`config.mk`:
```
export PLATFORM = sky130hd
export DESIGN_NAME = hpt_fifo
export DESIGN_NICKNAME = d
export VERILOG_FILES = /design/src/rtl/hpt_pkg.sv /design/src/rtl/hpt_fifo.sv
export SDC_FILE = /design/constraint.sdc
export NUM_CORES = 1
export LEC_CHECK = 0
export BUFFER_PORTS_ARGS = -buffer_cell sky130_fd_sc_hd__buf_2
export CAP_MARGIN = 25
export CELL_PAD_IN_SITES_DETAIL_PLACEMENT = 0
export CELL_PAD_IN_SITES_GLOBAL_PLACEMENT = 1
export CORE_MARGIN = 1
export CORE_UTILIZATION = 29
export CTS_CLUSTER_DIAMETER = 30
export CTS_CLUSTER_SIZE = 10
export DETAILED_ROUTE_END_ITERATION = 6
export PLACE_DENSITY = 0.61
export SETUP_SLACK_MARGIN = 0.2
export SLEW_MARGIN = 20
export SYNTH_ARGS = -nofsm -noshare
export SYNTH_HDL_FRONTEND = slang
export SYNTH_SLANG_ARGS = --single-unit
```
`constraint.sdc`:
```
create_clock -name clk -period 4.6 [get_ports clk]
set_clock_uncertainty 0.15 [all_clocks]
set_input_delay 0.23 -clock clk [delete_from_list [all_inputs] [get_ports clk]]
set_output_delay 0.23 -clock clk [all_outputs]
set_load 0.005 [all_outputs]
```
`src/rtl/hpt_pkg.sv`:
```
package hpt_pkg;

  localparam int COORD_W  = 16;
  localparam int COEF_W   = 32;
  localparam int OUT_W    = 24;
  localparam int PROD_W   = COEF_W + COORD_W;
  localparam int ACC_W    = PROD_W + 2;
  localparam int CFG_W    = 64;
  localparam int IDX_W    = 3;
  localparam int W_SHIFT  = 14;
  // numerator bits that enter the divider as fresh dividend bits
  localparam int NLO_W    = 2;
  localparam int FIFO_DEPTH = 4;
  localparam int FIFO_AW  = $clog2(FIFO_DEPTH);

  localparam logic [IDX_W-1:0] REG_H00_H01 = 3'd0;
  localparam logic [IDX_W-1:0] REG_H02_H10 = 3'd1;
  localparam logic [IDX_W-1:0] REG_H11_H12 = 3'd2;
  localparam logic [IDX_W-1:0] REG_H20_H21 = 3'd3;
  localparam logic [IDX_W-1:0] REG_H22     = 3'd4;

  localparam logic [OUT_W-1:0] OUT_MAX = {1'b0, {(OUT_W-1){1'b1}}};
  localparam logic [OUT_W-1:0] OUT_MIN = {1'b1, {(OUT_W-1){1'b0}}};

  typedef struct packed {
    logic signed [COORD_W-1:0] x_in;
    logic signed [COORD_W-1:0] y_in;
    logic                      last_point;
  } in_item_t;

  typedef struct packed {
    logic signed [OUT_W-1:0] x_out;
    logic signed [OUT_W-1:0] y_out;
    logic                    div_by_zero;
    logic                    saturated;
    logic                    last_out;
  } out_item_t;

  typedef struct packed {
    logic signed [COEF_W-1:0] h00;
    logic signed [COEF_W-1:0] h01;
    logic signed [COEF_W-1:0] h02;
    logic signed [COEF_W-1:0] h10;
    logic signed [COEF_W-1:0] h11;
    logic signed [COEF_W-1:0] h12;
    logic signed [COEF_W-1:0] h20;
    logic signed [COEF_W-1:0] h21;
    logic signed [COEF_W-1:0] h22;
  } coef_t;

  // classified item handed from front to back
  typedef struct packed {
    logic [ACC_W-1:0] nmag_x;
    logic [ACC_W-1:0] nmag_y;
    logic [ACC_W-1:0] dmag;
    logic             neg_x;
    logic             neg_y;
    logic             big_x;
    logic             big_y;
    logic             dz;
    logic             last;
  } job_t;

  // one divider pipeline stage
  typedef struct packed {
    logic [ACC_W-1:0] rx;
    logic [ACC_W-1:0] ry;
    logic [ACC_W-1:0] d;
    logic [NLO_W-1:0] nlo_x;
    logic [NLO_W-1:0] nlo_y;
    logic [OUT_W-1:0] qx;
    logic [OUT_W-1:0] qy;
    logic             neg_x;
    logic             neg_y;
    logic             big_x;
    logic             big_y;
    logic             dz;
    logic             last;
  } div_stage_t;

  typedef struct packed {
    logic [ACC_W-1:0] r;
    logic             qb;
  } div_step_t;

  // one restoring division step
  function automatic div_step_t div_step(input logic [ACC_W-1:0] r,
                                         input logic [ACC_W-1:0] d,
                                         input logic b);
    logic [ACC_W:0] t;
    div_step_t      res;
    t = {r, b};
    if (t >= {1'b0, d}) begin
      res.r  = ACC_W'(t - {1'b0, d});
      res.qb = 1'b1;
    end else begin
      res.qb = 1'b0;
      res.r  = ACC_W'(t);
    end
    return res;
  endfunction

  // clamp an unsigned quotient magnitude with sign to the output range
  function automatic logic [OUT_W:0] clamp_q(input logic [OUT_W-1:0] q,
                                             input logic neg,
                                             input logic big);
    logic [OUT_W:0] res;
    if (neg) begin
      if (big || (q > OUT_MIN)) res = {1'b1, OUT_MIN};
      else res = {1'b0, OUT_W'(-q)};
    end else begin
      if (big || (q > OUT_MAX)) res = {1'b1, OUT_MAX};
      else res = {1'b0, q};
    end
    return res;
  endfunction

endpackage

```
`src/rtl/hpt_fifo.sv`:
```
module hpt_fifo import hpt_pkg::*; (
  input  logic clk,
  input  logic rst,
  input  logic push,
  input  job_t push_job,
  output logic full,
  input  logic pop,
  output logic empty,
  output job_t pop_job
);

  job_t               mem [FIFO_DEPTH];
  logic [FIFO_AW-1:0] wr_ptr, rd_ptr;
  logic [FIFO_AW:0]   count;

  assign full    = (count == (FIFO_AW+1)'(FIFO_DEPTH));
  assign empty   = (count == '0);
  assign pop_job = mem[rd_ptr];

  // pointers and fill count
  always_ff @(posedge clk) begin
    if (rst) begin
      wr_ptr <= '0;
      rd_ptr <= '0;
      count  <= '0;
    end else begin
      if (push) wr_ptr <= wr_ptr + 1'b1;
      if (pop) rd_ptr <= rd_ptr + 1'b1;
      if (push && !pop) count <= count + 1'b1;
      else if (pop && !push) count <= count - 1'b1;
    end
  end

  // storage
  always_ff @(posedge clk) begin
    if (push) mem[wr_ptr] <= push_job;
  end

endmodule

```
## Word level (Yosys, flattened, before mapping)

Memories as Yosys holds them, arrays and structs flattened. A register that Yosys moved wholly into a read port is not among the register bits.
Index checks and enable logic that the tools add are counted.

- Flip-flop bits (word level): 7
- Memory bits (writable): 624
- Input port bits: 160
- Output and inout bits: 158
- Word-level logic and storage cells: 21
- Memories kept: 1

- Add/subtract/negate cells: 4
- Eq/ne operators: 1
- Mux-type cells: 6
- Reductions and logical operators: 6

Memories:

| memory | depth | width | rd ports | clocked after memory_dff | wr ports | RTL line | source |
|---|---|---|---|---|---|---|---|
| mem | 4 | 156 | 1 | 1 | 1 | hpt_fifo.sv:12 | `job_t mem [FIFO_DEPTH];` |

Operators by type and width:

| operator | number |
|---|---|
| 3-bit 2-to-1 mux | 2 |
| 2-bit by 1-bit adder with 2-bit output (second input constant) | 2 |
| 2-bit 2-to-1 mux | 2 |
| 3-bit by 1-bit adder with 3-bit output (second input constant) | 1 |
| 3-bit equality test (second input constant) | 1 |
| 3-bit logical NOT | 1 |
| 3-bit by 1-bit subtractor with 3-bit output (second input constant) | 1 |
| 1-bit logical AND | 2 |
| 1-bit logical NOT | 2 |
| 1-bit 2-to-1 mux | 2 |
| 2-bit nonzero test | 1 |

## Depth between registers and ports, before layout

- Word-level depth: 4
- Mapped depth: 7
- Mapped depth without buffers: 7

## Least setup slack after synthesis

Ideal clock, no wire load.

- Path type: reg2reg
- Start point: register wr_ptr[0]
- End point: memory mem[0][0] in the netlist's numbering, enable pin
- Library setup time: 534 ps
- Arrival: 4,107 ps
- Required time: 3,916 ps
- Setup slack: -191 ps
- Cell stages (with the launch flop): 4
- Buffers on the path: 0
- Clock period less this slack: 4,791 ps
- Path through: dfxtp_1 -> inv_1 -> ha_1 -> and2_1

RTL lines:

| item | RTL line | source |
|---|---|---|
| from (decl) | hpt_fifo.sv:13 | `logic [FIFO_AW-1:0] wr_ptr, rd_ptr;` |
| from (signal assigned) | hpt_fifo.sv:27 | `if (push) wr_ptr <= wr_ptr + 1'b1;` |
| to (decl) | hpt_fifo.sv:12 |  |

No word-level cell before the write port.

==> impl_metrics.json <==
{
  "status": "completed",
  "pwr-share-seq_pct": 39.2,
  "cts_tree": "built",
  "worst_pin_slew_ns": 0.833,
  "start_kind": "flop",
  "yosysTopAreaCell": "edfxtp_1",
  "rr_worst_depth": 3,
  "die_area_um2": 80800,
  "fin_crit_sh_pct": 68.7,
  "dpl-instance-area_um2": 25900,
  "p_per_area_nw_per_um2": 539,
  "io_buffers": 317,
  "synth_top_area_share_pct": 81.1,
  "coreArea_um2": 78900,
  "p_int_mw": 13.5,
  "crit_required_ns": 4.22,
  "drive_gt1_share_pct": 44.9,
  "die_y_um": 284,
  "clk-insertion-delay-late_ns": 0.67,
  "synth-seq-cells": 633,
  "fillCellCount": 7054,
  "drtIter0Drc": 623,
  "synth_area_per_cell_um2": 26.9,
  "grt_pass1_wl_um": 75600,
  "synth_top_cells_by_area": "edfxtp_1 81%, mux4_2 15%, buf_12 1.3%",
  "maxSlewViolCount": 0,
  "grt_usage_pct": 12.5,
  "seq_area_frac_synth_pct": 81.9,
  "slowest_delay_ns": 0.86,
  "leakage_nw": 11.0,
  "switching_share_pct": 21.2,
  "postRouteWirelength_um": 49700,
  "numCtsBuffers": 134,
  "placementRows": 103,
  "io_pins": 318,
  "drv_cap": 0,
  "wl_per_cell_um": 19.1,
  "arrival_ns": 2.78,
  "min_path_cells": 2,
  "worstSetupPathType": "flop to output pin",
  "crit_path_max_fanout": 33,
  "fmax_mhz": 316,
  "combPwrFrac_pct": 7.1,
  "path_depth": 3,
  "finalNetCount": 1622,
  "synth_fp_nets": 1025,
  "cts.sinks": 633,
  "clk_pin_slew_ns": 0.04,
  "grt_pass1_vias": 12600,
  "grt_setup_unrepaired": "no",
  "drc_errors": 0,
  "grt_overflow": 0,
  "relSlewSlack_pct": 44.5,
  "area_growth_pct": 38.1,
  "p_switching_mw": 3.65,
  "ir_drop_uv": 299,
  "setup_viol": 0,
  "setup_tns_ns": 0,
  "grt_max_degree": 75,
  "htreeDepth": 4,
  "initial_utilization_pct": 29.3,
  "gp_congestion": 0.684,
  "cts_max_path_buffers": 3,
  "cp_top_family": "flip-flops",
  "hold_class": "input port to flop",
  "slowest_stage": "dfxtp_4",
  "antenna_found_initial": 5,
  "final_cell_area_um2": 31900,
  "p_clk_share_pct": 53.7,
  "dr.pass1.iters": 6,
  "cp_cell_sequence": "buf_4, mux4_2, buf_2",
  "hold_viol": 0,
  "die_w_um": 284,
  "via_per_inst": 4.33,
  "vias": 11300,
  "ys.warnings.count": 0,
  "ant_nets": 0,
  "period_minus_slack_ns": 3.16,
  "cts_root_buf": "clkbuf_16",
  "synth_cell_types": 23,
  "hpwl_um": 28600,
  "path_buf_inv": 2,
  "syn_area_um2": 23100,
  "endpoint_kind": "output pin",
  "synthCells": 859
}
==> cells in the mapped netlist, drive strengths merged <==
cell type and n:
nor3b 1, clkbuf 3, inv 4, mux2i 2, nor3 1, o21ai 1, or3 1, ha 5
xor2 3, fa 1, mux4 156, buf 33, nor2 7, edfxtp 624, and2 4, nand2 1
a21oi 1, dfxtp 9, xnor2 2
==> logic make-up (layout without fill, tap and decap cells) <==
kind of cell	after synthesis	in the layout	synth area share (%)
AO/OA/AOI/OAI	2	2	0.0433
XOR/XNOR	5	5	0.190
adder cells (fa/ha/maj)	6	6	0.358
buffers and inverters	40	738	1.89
flip-flops	633	633	81.9
multiplexers	158	158	15.3
other	0	1	0
AND/OR/NAND/NOR	15	15	0.320
==> state kept, by name, summed over array words and instances, names as in the netlist, named ones only <==
signal,flops
wr_ptr,2
mem,624
count,3
rd_ptr,2
==> power by group through the flow <==
stage	logic [mW]	registers, mW	clock network (mW)
2_1_floorplan	0.670	6.81	0
3_3_place_gp	1.14	6.83	0
3_5_place_dp	1.15	6.85	0
4_1_cts	1.27	6.75	9.44
5_1_grt	1.33	6.77	9.71
6_report	1.22	6.74	9.22
==> routing by layer <==
metal,track usage [%],vias up,part of all wire (%)
met4,5.55,10,2.5
met3,4.49,109,7.2
met2,20.1,343,49
met5,0,-,0.13
met1,15.1,5859,41
li1,-,4979,-
==> layout make-up <==
class	count	area (um2)	area share [%]
inverters	4	15.0	0.0471
well taps	1050	1310	4.12
multi-input cells	186	3750	11.8
repair buffers	497	3460	10.9
clock inverters	81	871	2.73
diodes	1	2.50	0.00785
clock buffers	156	3540	11.1
flip-flops and latches	633	18900	59.4
==> stage by stage <==
| step | util [%] | hold WS (ns) | worst slack [ns] | cells | total power, mW |
|---|---|---|---|---|---|
| global route | 40.4 | 0.120 | 1.18 | 2607 | 17.8 |
| global placement | 32.8 | 0.289 | 2.02 | 2210 | 7.97 |
| floorplan | - | 0.179 | 1.55 | 859 | 7.48 |
| CTS | 40.4 | 0.0843 | 1.23 | 2607 | 17.5 |
| finish | 40.4 | 0.147 | 1.44 | 2608 | 17.2 |
| detailed placement | 32.8 | 0.296 | 2.00 | 2210 | 8.00 |
==> cell usage in the layout (no fill, tap or decap) <==
cell / netlist / final
a21oi_1: 1 / 1
and2_4: 0 / 4
buf_12: 15 / 10
buf_2: 15 / 317
buf_4: 1 / 10
bufinv_16: 0 / 14
clkbuf_1: 3 / 17
clkbuf_16: 0 / 139
clkinv_1: 0 / 20
clkinv_2: 0 / 16
clkinv_4: 0 / 7
clkinv_8: 0 / 2
clkinvlp_4: 0 / 11
dfxtp_1: 9 / 7
dfxtp_4: 0 / 2
diode_2: 0 / 1
dlygate4sd3_1: 0 / 160
edfxtp_1: 624 / 624
fa_1: 1 / 1
ha_1: 5 / 5
inv_1: 4 / 4
inv_16: 0 / 2
inv_6: 0 / 9
mux2i_1: 2 / 2
mux4_2: 156 / 156
nand2_1: 1 / 1
nor2_1: 7 / 7
nor3_1: 1 / 1
nor3b_1: 1 / 1
o21ai_0: 1 / 1
or3_1: 1 / 1
xnor2_1: 2 / 2
xor2_1: 3 / 3
==> path summary, 6_finish.rpt <==
kind	startpoint	slack [ns]	to
worst max-delay path	flop	1.44	pop_job[57]
worst min-delay path	push_job[53]	0.15	mem[1][53]$_DFFE_PP_
worst max register to register	wr_ptr[0]$_SDFFE_PP0P_	2.33	mem[3][44]$_DFFE_PP_
worst min register to register	count[2]$_SDFFE_PP0P_	0.35	count[2]$_SDFFE_PP0P_
==> what timing repair did <==
item	4_1_cts	5_1_grt
endpoints found under the hold margin	642	0
buffers inserted	0	0
resized for setup	0	0
endpoints found under the setup margin	0	0
hold buffers	160	0
==> worst register-to-register path: stages (launching register included) <==
cell and delay [ns]:
dfxtp_1 0.39, ha_1 0.17, and2_4 0.58, buf_12 0.40
Note: power is estimated with default switching activity, not from simulation.
